==> src/rtl/ffha_pkg.sv <==
// Shared constants, types and helpers for the first-fit heap allocator.
package ffha_pkg;

	localparam int GRAN_BYTES = 16;
	localparam int GRAN_SHIFT = 4;
	localparam int HDR_BYTES  = 8;
	localparam int BYTES_W    = 12;
	localparam int OFF_W      = 12;
	localparam int NEED_W     = 9;

	localparam logic REQ_FREE = 1'b1;

	typedef enum logic [1:0] {
		ST_OK       = 2'd0,
		ST_NO_SPACE = 2'd1,
		ST_INVALID  = 2'd2
	} status_t;

	typedef enum logic [2:0] {
		S_IDLE,
		S_WALK,
		S_NEXT,
		S_SPLIT,
		S_RESP
	} state_t;

	// ceil((bytes + header) / granule)
	function automatic logic [NEED_W-1:0] granules_needed(input logic [BYTES_W-1:0] bytes);
		logic [BYTES_W:0] sum;
		sum = {1'b0, bytes} + (BYTES_W+1)'(HDR_BYTES + GRAN_BYTES - 1);
		return sum[BYTES_W:GRAN_SHIFT];
	endfunction

endpackage

==> src/rtl/ffha_req_if.sv <==
// Request channel of the heap allocator.
interface ffha_req_if;
	import ffha_pkg::*;

	logic                 valid;
	logic                 ready;
	logic                 req_type;
	logic [BYTES_W-1:0]   alloc_bytes;
	logic [BYTES_W-1:0]   free_offset;

	modport source(output valid, req_type, alloc_bytes, free_offset, input ready);
	modport sink(input valid, req_type, alloc_bytes, free_offset, output ready);
endinterface

==> src/rtl/ffha_rsp_if.sv <==
// Response channel of the heap allocator.
interface ffha_rsp_if;
	import ffha_pkg::*;

	logic               valid;
	logic               ready;
	status_t            status;
	logic [OFF_W-1:0]   payload_offset;

	modport source(output valid, status, payload_offset, input ready);
	modport sink(input valid, status, payload_offset, output ready);
endinterface

==> src/rtl/first_fit_heap_allocator.sv <==
// First-fit heap allocator over an implicit block list held in a header memory.
//
//  channel | side   | payload
//  --------+--------+---------------------------------------
//  req     | sink   | req_type, alloc_bytes, free_offset
//  rsp     | source | status, payload_offset
//
// A request walks the block list one block header per cycle from the header
// memory. A split alloc or a successful free adds a write state after the walk
// (S_SPLIT or S_NEXT) before the response is loaded.
// Reset needs no clearing pass; entry zero reads as the whole-heap block until written.
// A new request is taken once the previous one has reached the output register.
module first_fit_heap_allocator #(
	parameter int HEAP_BYTES = 4096
) (
	input  logic       clk,
	input  logic       arst_n,
	ffha_req_if.sink   req,
	ffha_rsp_if.source rsp
);
	import ffha_pkg::*;

	localparam int GRANULES = HEAP_BYTES / GRAN_BYTES;
	localparam int PW = $clog2(GRANULES);
	localparam int AW = PW + 1;
	localparam int HW = AW + 1;
	localparam int CW = (AW > NEED_W) ? AW : NEED_W;
	localparam int OW = (PW + GRAN_SHIFT > OFF_W) ? PW + GRAN_SHIFT : OFF_W;
	localparam logic [AW-1:0] GRAN_CNT = AW'(GRANULES);

	state_t state_q, state_d;

	logic              op_q;
	logic [NEED_W-1:0] need_q;
	logic [OFF_W-1:0]  off_q;
	logic [AW-1:0]     pos_q;
	logic [AW-1:0]     len_q;
	logic [PW-1:0]     prev_pos_q;
	logic [AW-1:0]     prev_len_q;
	logic              prev_used_q;
	logic              have_prev_q;
	logic              nxt_ok_q;
	status_t           res_status_q;
	logic [OFF_W-1:0]  res_off_q;

	logic              rsp_valid_q;
	status_t           rsp_status_q;
	logic [OFF_W-1:0]  rsp_off_q;

	logic              rd_en;
	logic [PW-1:0]     rd_addr;
	logic [PW-1:0]     rd_addr_s1;
	logic [HW-1:0]     rd_data;
	logic              wr_en;
	logic [PW-1:0]     wr_addr;
	logic [HW-1:0]     wr_data;

	logic              cur_used;
	logic [AW-1:0]     cur_n;
	logic [AW-1:0]     room;
	logic [AW-1:0]     cur_len;
	logic [OW-1:0]     cur_off;
	logic              hit_off;
	logic              fits;
	logic              split;
	logic [AW-1:0]     next_pos;
	logic              next_end;
	logic [AW-1:0]     nxt_len;
	logic [AW-1:0]     tot_len;
	logic [AW-1:0]     merged_len;
	logic [AW-1:0]     split_pos;
	logic              rsp_load;

	ffha_hdr_mem #(
		.DEPTH(GRANULES),
		.HW   (HW)
	) u_hdr_mem (
		.clk    (clk),
		.arst_n (arst_n),
		.rd_en  (rd_en),
		.rd_addr(rd_addr),
		.rd_data(rd_data),
		.wr_en  (wr_en),
		.wr_addr(wr_addr),
		.wr_data(wr_data)
	);

	// header decode; zero or oversized lengths reach to the heap end
	assign cur_used = rd_data[0];
	assign cur_n    = rd_data[HW-1:1];
	assign room     = GRAN_CNT - {1'b0, rd_addr_s1};
	assign cur_len  = (cur_n == '0 || cur_n > room) ? room : cur_n;
	assign cur_off  = OW'({rd_addr_s1, GRAN_SHIFT'(HDR_BYTES)});
	assign hit_off  = (cur_off == OW'(off_q));
	assign fits     = (CW'(cur_len) >= CW'(need_q));
	assign split    = (CW'(cur_len) > CW'(need_q));
	assign next_pos = pos_q + cur_len;
	assign next_end = (next_pos >= GRAN_CNT);

	assign nxt_len    = (nxt_ok_q && !cur_used) ? cur_len : '0;
	assign tot_len    = len_q + nxt_len;
	assign merged_len = prev_len_q + tot_len;
	assign split_pos  = pos_q + AW'(need_q);

	assign rsp_load = (state_q == S_RESP) && (!rsp_valid_q || rsp.ready);

	always_comb begin
		state_d   = state_q;
		rd_en     = 1'b0;
		rd_addr   = '0;
		wr_en     = 1'b0;
		wr_addr   = '0;
		wr_data   = '0;
		req.ready = (state_q == S_IDLE);
		unique case (state_q)
			S_IDLE: begin
				if (req.valid) begin
					rd_en   = 1'b1;
					state_d = S_WALK;
				end
			end
			S_WALK: begin
				if (op_q == REQ_FREE) begin
					if (hit_off) begin
						if (!cur_used) begin
							state_d = S_RESP;
						end else begin
							rd_en   = !next_end;
							rd_addr = next_pos[PW-1:0];
							state_d = S_NEXT;
						end
					end else if (next_end) begin
						state_d = S_RESP;
					end else begin
						rd_en   = 1'b1;
						rd_addr = next_pos[PW-1:0];
					end
				end else begin
					if (!cur_used && fits) begin
						wr_en   = 1'b1;
						wr_addr = pos_q[PW-1:0];
						wr_data = {AW'(need_q), 1'b1};
						state_d = split ? S_SPLIT : S_RESP;
					end else if (next_end) begin
						state_d = S_RESP;
					end else begin
						rd_en   = 1'b1;
						rd_addr = next_pos[PW-1:0];
					end
				end
			end
			S_NEXT: begin
				wr_en = 1'b1;
				if (have_prev_q && !prev_used_q) begin
					wr_addr = prev_pos_q;
					wr_data = {merged_len, 1'b0};
				end else begin
					wr_addr = pos_q[PW-1:0];
					wr_data = {tot_len, 1'b0};
				end
				state_d = S_RESP;
			end
			S_SPLIT: begin
				wr_en   = 1'b1;
				wr_addr = split_pos[PW-1:0];
				wr_data = {len_q - AW'(need_q), 1'b0};
				state_d = S_RESP;
			end
			S_RESP: begin
				if (rsp_load)
					state_d = S_IDLE;
			end
			default: state_d = S_IDLE;
		endcase
	end

	always_ff @(posedge clk or negedge arst_n) begin
		if (!arst_n)
			state_q <= S_IDLE;
		else
			state_q <= state_d;
	end

	always_ff @(posedge clk) begin
		if (rd_en)
			rd_addr_s1 <= rd_addr;
		case (state_q)
			S_IDLE: begin
				if (req.valid) begin
					op_q        <= req.req_type;
					need_q      <= granules_needed(req.alloc_bytes);
					off_q       <= req.free_offset;
					pos_q       <= '0;
					have_prev_q <= 1'b0;
				end
			end
			S_WALK: begin
				if (op_q == REQ_FREE) begin
					if (hit_off) begin
						len_q        <= cur_len;
						nxt_ok_q     <= !next_end;
						res_status_q <= cur_used ? ST_OK : ST_INVALID;
						res_off_q    <= '0;
					end else begin
						prev_pos_q  <= rd_addr_s1;
						prev_len_q  <= cur_len;
						prev_used_q <= cur_used;
						have_prev_q <= 1'b1;
						pos_q       <= next_pos;
						if (next_end) begin
							res_status_q <= ST_INVALID;
							res_off_q    <= '0;
						end
					end
				end else begin
					if (!cur_used && fits) begin
						len_q        <= cur_len;
						res_status_q <= ST_OK;
						res_off_q    <= cur_off[OFF_W-1:0];
					end else begin
						pos_q <= next_pos;
						if (next_end) begin
							res_status_q <= ST_NO_SPACE;
							res_off_q    <= '0;
						end
					end
				end
			end
			default: ;
		endcase
		if (rsp_load) begin
			rsp_status_q <= res_status_q;
			rsp_off_q    <= res_off_q;
		end
	end

	always_ff @(posedge clk or negedge arst_n) begin
		if (!arst_n)
			rsp_valid_q <= 1'b0;
		else if (rsp_load)
			rsp_valid_q <= 1'b1;
		else if (rsp.ready)
			rsp_valid_q <= 1'b0;
	end

	assign rsp.valid          = rsp_valid_q;
	assign rsp.status         = rsp_status_q;
	assign rsp.payload_offset = rsp_off_q;

`ifndef SYNTHESIS
	a_offset_only_on_ok: assert property (@(posedge clk) disable iff (!arst_n)
		(rsp.valid && rsp.status != ST_OK) |-> (rsp.payload_offset == '0))
		else $error("nonzero payload offset on failed request");

	a_walk_in_heap: assert property (@(posedge clk) disable iff (!arst_n)
		(state_q == S_WALK) |-> (pos_q < GRAN_CNT))
		else $error("walk position past heap end");

	a_walk_addr_match: assert property (@(posedge clk) disable iff (!arst_n)
		(state_q == S_WALK) |-> (rd_addr_s1 == pos_q[PW-1:0]))
		else $error("header read does not match walk position");

	a_accept_starts_walk: assert property (@(posedge clk) disable iff (!arst_n)
		(req.valid && req.ready) |=> (state_q == S_WALK))
		else $error("accepted request did not start a walk");

	a_write_states: assert property (@(posedge clk) disable iff (!arst_n)
		wr_en |-> (state_q == S_WALK || state_q == S_NEXT || state_q == S_SPLIT))
		else $error("header write outside update states");
`endif

endmodule

==> src/rtl/ffha_hdr_mem.sv <==
// Block header memory with a registered read; entry zero reads as the whole heap until written.
module ffha_hdr_mem #(
	parameter int DEPTH = 256,
	parameter int HW    = 10
) (
	input  logic                     clk,
	input  logic                     arst_n,
	input  logic                     rd_en,
	input  logic [$clog2(DEPTH)-1:0] rd_addr,
	output logic [HW-1:0]            rd_data,
	input  logic                     wr_en,
	input  logic [$clog2(DEPTH)-1:0] wr_addr,
	input  logic [HW-1:0]            wr_data
);
	localparam logic [HW-1:0] RESET_HDR = {(HW-1)'(DEPTH), 1'b0};

	logic [HW-1:0] mem [DEPTH];
	logic [HW-1:0] rd_q;
	logic          init_q;
	logic          rd_init_s1;

	always_ff @(posedge clk) begin
		if (wr_en)
			mem[wr_addr] <= wr_data;
		if (rd_en)
			rd_q <= mem[rd_addr];
	end

	// only entry zero is ever read before it is written
	always_ff @(posedge clk or negedge arst_n) begin
		if (!arst_n) begin
			init_q     <= 1'b1;
			rd_init_s1 <= 1'b0;
		end else begin
			if (wr_en && wr_addr == '0)
				init_q <= 1'b0;
			if (rd_en)
				rd_init_s1 <= init_q && (rd_addr == '0);
		end
	end

	assign rd_data = rd_init_s1 ? RESET_HDR : rd_q;

endmodule

==> src/flat_wrapper.sv <==
// flat-port wrapper written by rule: the top's interface ports become plain ports
module first_fit_heap_allocator_flat import ffha_pkg::*;
#(
	parameter int HEAP_BYTES = 4096
)
  (clk, arst_n, req_valid, req_req_type, req_alloc_bytes, req_free_offset, req_ready, rsp_valid, rsp_status, rsp_payload_offset, rsp_ready);
  ffha_req_if req_i ();
  ffha_rsp_if rsp_i ();
  input  logic clk;
  input  logic arst_n;
  input wire logic [$bits(req_i.valid)-1:0] req_valid;
  input wire logic [$bits(req_i.req_type)-1:0] req_req_type;
  input wire logic [$bits(req_i.alloc_bytes)-1:0] req_alloc_bytes;
  input wire logic [$bits(req_i.free_offset)-1:0] req_free_offset;
  output wire logic [$bits(req_i.ready)-1:0] req_ready;
  output wire logic [$bits(rsp_i.valid)-1:0] rsp_valid;
  output wire logic [$bits(rsp_i.status)-1:0] rsp_status;
  output wire logic [$bits(rsp_i.payload_offset)-1:0] rsp_payload_offset;
  input wire logic [$bits(rsp_i.ready)-1:0] rsp_ready;
  assign req_i.valid = req_valid;
  assign req_i.req_type = req_req_type;
  assign req_i.alloc_bytes = req_alloc_bytes;
  assign req_i.free_offset = req_free_offset;
  assign req_ready = req_i.ready;
  assign rsp_valid = rsp_i.valid;
  assign rsp_status = rsp_i.status;
  assign rsp_payload_offset = rsp_i.payload_offset;
  assign rsp_i.ready = rsp_ready;
  first_fit_heap_allocator #(.HEAP_BYTES(HEAP_BYTES)) u_core (.clk(clk), .arst_n(arst_n), .req(req_i), .rsp(rsp_i));
endmodule
==> config.mk <==
export PLATFORM = sky130hd
export DESIGN_NAME = first_fit_heap_allocator_flat
export DESIGN_NICKNAME = d
export VERILOG_FILES = /design/src/rtl/ffha_pkg.sv /design/src/rtl/ffha_req_if.sv /design/src/rtl/ffha_rsp_if.sv /design/src/rtl/first_fit_heap_allocator.sv /design/src/rtl/ffha_hdr_mem.sv /design/src/flat_wrapper.sv
export SDC_FILE = /design/constraint.sdc
export NUM_CORES = 2
export LEC_CHECK = 0
export BUFFER_PORTS_ARGS = -buffer_cell sky130_fd_sc_hd__buf_4
export CAP_MARGIN = 20
export CORE_MARGIN = 2
export CORE_UTILIZATION = 40
export CTS_CLUSTER_SIZE = 10
export DETAILED_ROUTE_END_ITERATION = 8
export PLACE_DENSITY_LB_ADDON = 0.05
export SKIP_CTS_REPAIR_TIMING = 1
export SYNTH_ARGS = -nofsm -noshare
export SYNTH_HDL_FRONTEND = slang
export SYNTH_SLANG_ARGS = --single-unit
==> constraint.sdc <==
create_clock -name clk -period 28.8 [get_ports clk]
set_clock_uncertainty 0.15 [all_clocks]
set_input_delay 8.64 -clock clk [delete_from_list [all_inputs] [get_ports clk]]
set_output_delay 8.64 -clock clk [all_outputs]
set_load 0.005 [all_outputs]
* Word level (Yosys, flattened, before mapping) *
Memories as Yosys holds them, arrays and structs flattened. A register that Yosys moved wholly into a read port is not among the register bits.
Cells that the tools add are included.

cells by class
  eq/ne operators = 13
  shifts and indexed selects = 0
  div/mod/pow operators = 0
  bitwise operators = 1
  reduce and logical (&&, ||, !) cells = 29
  muxes and demuxes = 62
  multipliers = 0
  $lt $le $gt $ge = 4
  add/subtract/negate cells = 7

operators with widths
  operator                                                            number
  9-bit 2-to-1 mux                                                    9
  8-bit 2-to-1 mux                                                    9
  12-bit 2-to-1 mux                                                   4
  10-bit 2-to-1 mux                                                   4
  10-bit one-hot mux with 3 select lines                              1
  9-bit adder                                                         3
  3-bit 2-to-1 mux                                                    8
  8-bit one-hot mux with 3 select lines                               1
  9-bit greater-than comparator                                       2
  9-bit one-hot mux with 2 select lines                               1
  8-bit logical NOT                                                   2
  1-bit 2-to-1 mux                                                    15
  12-bit by 5-bit adder with 13-bit output (second input constant)    1
  12-bit equality test                                                1
  2-bit 2-to-1 mux                                                    6
  3-bit one-hot mux with 4 select lines                               1
  3-bit AND reduction                                                 4
  9-bit >= comparator                                                 1
  9-bit >= comparator (second input constant)                         1
  9-bit logical NOT                                                   1
  9-bit by 8-bit subtractor with 9-bit output (first input constant)  1
  9-bit subtractor                                                    1
  8-bit adder                                                         1
  4-bit AND reduction                                                 2
  17 further kinds                                                    36

word-level totals
  output and inout port bits = 16
  ROM bits = 0
  RAM bits = 2560
  word-level logic and storage cells = 136
  memories = 1
  bits in latches = 0
  input bits = 29
  flip-flop bits (word level) = 102

memory list
  name                  depth  bits a word  rd ports  clocked after Yosys merged registers in  write ports  RTL line            source
  u_core.u_hdr_mem.mem  256    10           1         1                                        1            ffha_hdr_mem.sv:17  logic [HW-1:0] mem [DEPTH];

* Depth between registers and ports, before layout *
  depth in word-level cells = 12
  gate-level depth with buffers = 35
  gate-level depth less buffers = 32

* Hierarchy *
A second synthesis with hierarchy kept.

unflattened totals
  cell total of the unflattened synthesis = 5282
  area, all modules = 106513.4 sq um

by module, submodules not included
  module                    area each (sq um)  cells each  seq. area each (sq um)  instances
  ffha_hdr_mem              100199.8           4707        77225.3                 1
  first_fit_heap_allocator  6313.6             575         2982.9                  1

* Worst setup path before layout *
Ideal clock, no wire load.

  path type = flip-flop to flip-flop
  start = register u_core.rd_addr_s1[0]
  end = memory u_core.u_hdr_mem.mem[0][9], data pin
  arrival = 16.622 ns
  path buffers = 1
  required time = 26.456 ns
  setup time = 2.194 ns
  path slack = 9.834 ns
  stages on the path, launching flop included = 21
  path through = edfxtp_1 -> inv_1 -> ha_1 -> nand2_1 -> or3_1 -> or3_4 -> ha_1 -> nand4_1 -> o311ai_2 -> nand2_1 -> mux2_2 -> ha_1 -> o21ai_0 -> a221o_1 -> a31oi_1 -> o21a_1 -> clkbuf_1 -> nand2_1 -> clkinv_1 -> a21oi_1 -> o21ai_0

between the ends
  cells in the longest elaborated chain, start to end = 9
  elaborated cells between the ends (all ways) = 13

RTL lines
  element                                                         RTL line                                                          source
  from (decl)                                                     first_fit_heap_allocator.sv:52                                    logic [PW-1:0] rd_addr_s1;
  from (signal assigned)                                          first_fit_heap_allocator.sv:186                                   rd_addr_s1 <= rd_addr;
  9-bit by 8-bit subtractor with 9-bit output (*)                 first_fit_heap_allocator.sv:91                                    assign room = GRAN_CNT - {1'b0, rd_addr_s1};
  9-bit greater-than comparator                                   first_fit_heap_allocator.sv:92                                    assign cur_len = (cur_n == '0 || cur_n > room) ? room : cur_n;
  1-bit logical OR                                                first_fit_heap_allocator.sv:92
  9-bit 2-to-1 mux (*)                                            first_fit_heap_allocator.sv:92
  via u_core.cur_len[6]                                           first_fit_heap_allocator.sv:61                                    logic [AW-1:0] cur_len;
  9-bit 2-to-1 mux / 9-bit >= comparator (equally long branches)  first_fit_heap_allocator.sv:100, first_fit_heap_allocator.sv:95
  9-bit adder / 1-bit logical AND (equally long branches)         first_fit_heap_allocator.sv:101, first_fit_heap_allocator.sv:139
  9-bit adder / 10-bit 2-to-1 mux (equally long branches)         first_fit_heap_allocator.sv:102, first_fit_heap_allocator.sv:139
  10-bit 2-to-1 mux (on tied branches)                            first_fit_heap_allocator.sv:154, first_fit_heap_allocator.sv:123
  10-bit one-hot mux with 3 select lines (*)                      first_fit_heap_allocator.sv:115                                   unique case (state_q)
  via u_core.u_hdr_mem.wr_data[9]                                 ffha_hdr_mem.sv:13                                                input logic [HW-1:0] wr_data
  to (decl)                                                       ffha_hdr_mem.sv:17

The timed path passes the listed nets; every way through them passes the cells marked *.

* Final worst setup path *
  start = register u_core.rd_addr_s1[0]
  end = register u_core.u_hdr_mem.rd_q[6] (read register of u_core.u_hdr_mem.mem), data pin

between the ends
  cells in the longest elaborated chain, start to end = 11
  elaborated cells between the ends (all ways) = 22

RTL lines
  element                                          RTL line                         source
  9-bit by 8-bit subtractor with 9-bit output (*)  first_fit_heap_allocator.sv:91
  9-bit greater-than comparator                    first_fit_heap_allocator.sv:92
  1-bit logical OR                                 first_fit_heap_allocator.sv:92
  9-bit 2-to-1 mux (*)                             first_fit_heap_allocator.sv:92
  via u_core.cur_len[0]                            first_fit_heap_allocator.sv:61
  9-bit adder                                      first_fit_heap_allocator.sv:97   assign next_pos = pos_q + cur_len;
  9-bit >= comparator                              first_fit_heap_allocator.sv:98   assign next_end = (next_pos >= GRAN_CNT);
  1-bit logical NOT                                first_fit_heap_allocator.sv:128  rd_en = !next_end;
  1-bit 2-to-1 mux                                 first_fit_heap_allocator.sv:125  if (!cur_used) begin
  1-bit 2-to-1 mux                                 first_fit_heap_allocator.sv:124  if (hit_off) begin
  1-bit 2-to-1 mux                                 first_fit_heap_allocator.sv:123  if (op_q == REQ_FREE) begin
  1-bit one-hot mux with 2 select lines            first_fit_heap_allocator.sv:115
  to (decl)                                        ffha_hdr_mem.sv:18               logic [HW-1:0] rd_q;

Marked as above.
A chain may end at the register's enable or synchronous reset.

==> impl_metrics.env <==
export IMPL_status="completed"
export IMPL_insertion_delay_ns=0.91
export IMPL_post_synth_num_cell_types=105
export IMPL_post_drt_via_cell_ratio=6.260
export IMPL_coreArea_um2=267700
export IMPL_grt_overflow_total=0
export IMPL_synth_ff_type="edfxtp_1"
export IMPL_start_kind="register"
export IMPL_synth_edf_count=2666
export IMPL_syn_nets=7467
export IMPL_min_path_type="reg -> reg"
export IMPL_hpwl_mm=263.8
export IMPL_ff2ff_path_depth=29
export IMPL_netlist_area_leader_share_pct=74.47
export IMPL_path_max_fanout=30
export IMPL_cp_slowest_cell="or4_1"
export IMPL_finalNetCount=7841
export IMPL_wire_per_inst_um=38.53
export IMPL_fin_crit_sh_pct=39.24
export IMPL_synth_async_sr_flop_share_pct=0.2246
export IMPL_antenna_found_initial=43
export IMPL_clkTransAtPathRegs_ns=0.06
export IMPL_seq_area_frac_synth_pct=74.62
export IMPL_maxCapViolCount=0
export IMPL_drive_above_1_share_pct=13.23
export IMPL_start_util_pct=40.16
export IMPL_cp_data_arrival_time_ns=11.78
export IMPL_yosysWarnings=0
export IMPL_io_pins=45
export IMPL_routed_wirelength_mm=439.3
export IMPL_grt_pass1_wl_mm=592.9
export IMPL_synth_area_top_cells="edfxtp_1, nand2_1, mux2i_1, a21oi_1, nor2_1"
export IMPL_drt_iter0_markers=10746
export IMPL_die_w_um=522.4
export IMPL_grt_usage_pct=31.66
export IMPL_tightest_slew_ns=1.327
export IMPL_relSlewSlack_pct=11.22
export IMPL_die_area_um2=272900
export IMPL_grt_pass1_vias=67656
export IMPL_crit_start="u_core.rd_addr_s1[0]"
export IMPL_pre_cts_ws_ns=17.81
export IMPL_max_clock_freq_mhz=88.48
export IMPL_place_congestion=0.9094
export IMPL_fin_ws_ns=17.50
export IMPL_worstPathRequired_ns=29.28
export IMPL_period_needed_ns=11.30
export IMPL_cts_root_buf="clkbuf_16"
export IMPL_num_rows=190
export IMPL_ys_ff_latch=2672
export IMPL_rsz0062_at_grt="false"
export IMPL_vias=71373
export IMPL_finalSetupTns_ns=0
export IMPL_die_y_um=522.4
export IMPL_r2r_start="u_core.rd_addr_s1[0]"
export IMPL_grt_max_degree=181
export IMPL_syn_cell_area_um2=107500
export IMPL_dr_pass1_iters=8
export IMPL_crit_buf_inv=6
export IMPL_cts_max_level=5
export IMPL_cts_sinks=2672
export IMPL_crit_cells=29
export IMPL_synth_avg_cell_area_um2=14.58
export IMPL_cpPeakStageDelay_ns=0.98
export IMPL_final_max_slew_viol_count=0
export IMPL_hold_viol=0
export IMPL_end_kind="register"
export IMPL_r2r_end="u_core.u_hdr_mem.rd_q[6]"
export IMPL_area_growth_pct=14.57
export IMPL_setup_worst_path_end="u_core.u_hdr_mem.rd_q[6]"
export IMPL_cts_buffer_depth=4
export IMPL_setup_viol=0
export IMPL_numPortBuffers=44
export IMPL_synthCells=7375
export IMPL_synth_top_area_cell="edfxtp_1"
export IMPL_drtAntennaViolNets=0
export IMPL_crit_type="reg -> reg"
export IMPL_numCtsBuffers=317
export IMPL_cts_tree="built"
export IMPL_drc=0
export IMPL_cp_top_family="simple AND/OR/NAND/NOR gates"
export IMPL_reg2reg_slack_ns=17.50
-- worst min-delay path by stage --
stage	from	endpoint	cells after the start
2_1_floorplan	u_core.res_status_q[0]	u_core.rsp.status[0]	0
3_3_place_gp	u_core.res_status_q[0]	u_core.rsp.status[0]	0
3_5_place_dp	u_core.res_status_q[1]	u_core.rsp.status[1]	0
4_1_cts	u_core.res_status_q[1]	u_core.rsp.status[1]	0
5_1_grt	u_core.res_status_q[0]	u_core.rsp.status[0]	0
6_report	u_core.res_status_q[1]	u_core.rsp.status[1]	0
-- registers in the layout, indices dropped and copies added, names as in the netlist, 2 cells and up --
signal / flops
u_core.res_status_q: 2
u_core.state_q: 3
u_core.prev_len_q: 9
u_core.need_q: 9
u_core.off_q: 12
u_core.res_off_q: 12
u_core.rsp.status: 2
u_core.u_hdr_mem.mem: 2560
u_core.u_hdr_mem.rd_q: 10
u_core.pos_q: 9
u_core.rsp.payload_offset: 12
u_core.prev_pos_q: 8
u_core.rd_addr_s1: 8
u_core.len_q: 9
-- layout make-up --
| type | count | area [µm²] |
|---|---|---|
| multi-input combinational | 4177 | 25310 |
| fill | 23727 | 144500 |
| tap | 3552 | 4444 |
| antenna | 18 | 45.04 |
| sequential | 2672 | 80210 |
| inverter | 65 | 291.5 |
| clock buffer | 371 | 8273 |
| clock inverter | 30 | 311.5 |
| timing repair buffer | 516 | 4273 |
-- synth_stat cells (all sizes together), types with 26 or more instances --
master / count
xnor2: 33
buf: 280
and3: 41
nand4: 47
mux2: 40
a221oi: 65
inv: 62
ha: 58
o2111ai: 31
a32oi: 37
mux2i: 354
edfxtp: 2666
nand3: 273
nor2b: 26
nand2: 1230
nor3: 55
a22oi: 54
clkbuf: 181
o211ai: 53
a211oi: 59
a31oi: 143
a21oi: 349
o221ai: 68
mux4: 31
nor4: 33
o21ai: 219
a21o: 27
o22ai: 115
nor2: 441
-- cell families (layout without fill, tap and decap cells) --
| kind of cell | count (synthesis) | count (layout) | share of synthesized area, % |
|---|---|---|---|
| multiplexers | 425 | 425 | 4.368 |
| AO/OA/AOI/OAI | 1435 | 1435 | 8.961 |
| buffers and inverters | 526 | 982 | 2.213 |
| other | 0 | 18 | 0 |
| adder cells (fa/ha/maj) | 63 | 63 | 0.7682 |
| flip-flops | 2672 | 2672 | 74.62 |
| XOR/XNOR | 53 | 53 | 0.4388 |
| AND/OR/NAND/NOR | 2201 | 2201 | 8.635 |
-- stage by stage --
stage	hold WS, ns	instance area, µm²	utilization, %	instances
finish	0.2663	123200	46.01	11401
global route	0.2707	123100	46.00	11386
CTS	0.2680	122800	45.87	11348
detailed placement	0.2557	114200	42.67	10947
global placement	0.2520	113500	42.41	10875
floorplan	0.2503	107500	-	7375
-- per-layer routing --
layer	GRT usage [%]	share of wire [%]
met5	0	0.017
met4	13.40	4.8
met3	6.000	9.7
met2	49.03	45
met1	43.71	40
-- cells in the final DEF (no fill, tap or decap), types with 15 or more instances in the layout --
master,Yosys,final
a22o_1,16,15
a21o_1,27,27
o31ai_1,19,19
mux2i_1,354,354
clkbuf_1,181,47
nand2_2,1,19
a21oi_1,348,348
xnor2_1,33,33
nor3_1,53,46
buf_6,9,50
inv_1,55,53
edfxtp_1,2666,2666
a211oi_1,56,55
nor2_1,441,428
xor2_1,19,19
o2111ai_1,31,31
o211ai_1,52,52
buf_12,0,17
o21ai_0,206,195
o221ai_1,68,67
a32oi_1,37,37
nor4_1,33,31
diode_2,0,18
o22ai_1,115,115
a221oi_1,64,64
mux2_2,35,35
nand3_1,270,268
mux4_2,31,31
nand4_1,47,47
a22oi_1,54,54
ha_1,58,58
nor2b_1,26,25
buf_4,29,445
a31oi_1,143,143
and3_1,41,40
nand2_1,1227,1205
clkbuf_16,0,323
Power is not shown: default switching activity piles up to over one toggle a cycle in this logic, so the estimate is an artifact.
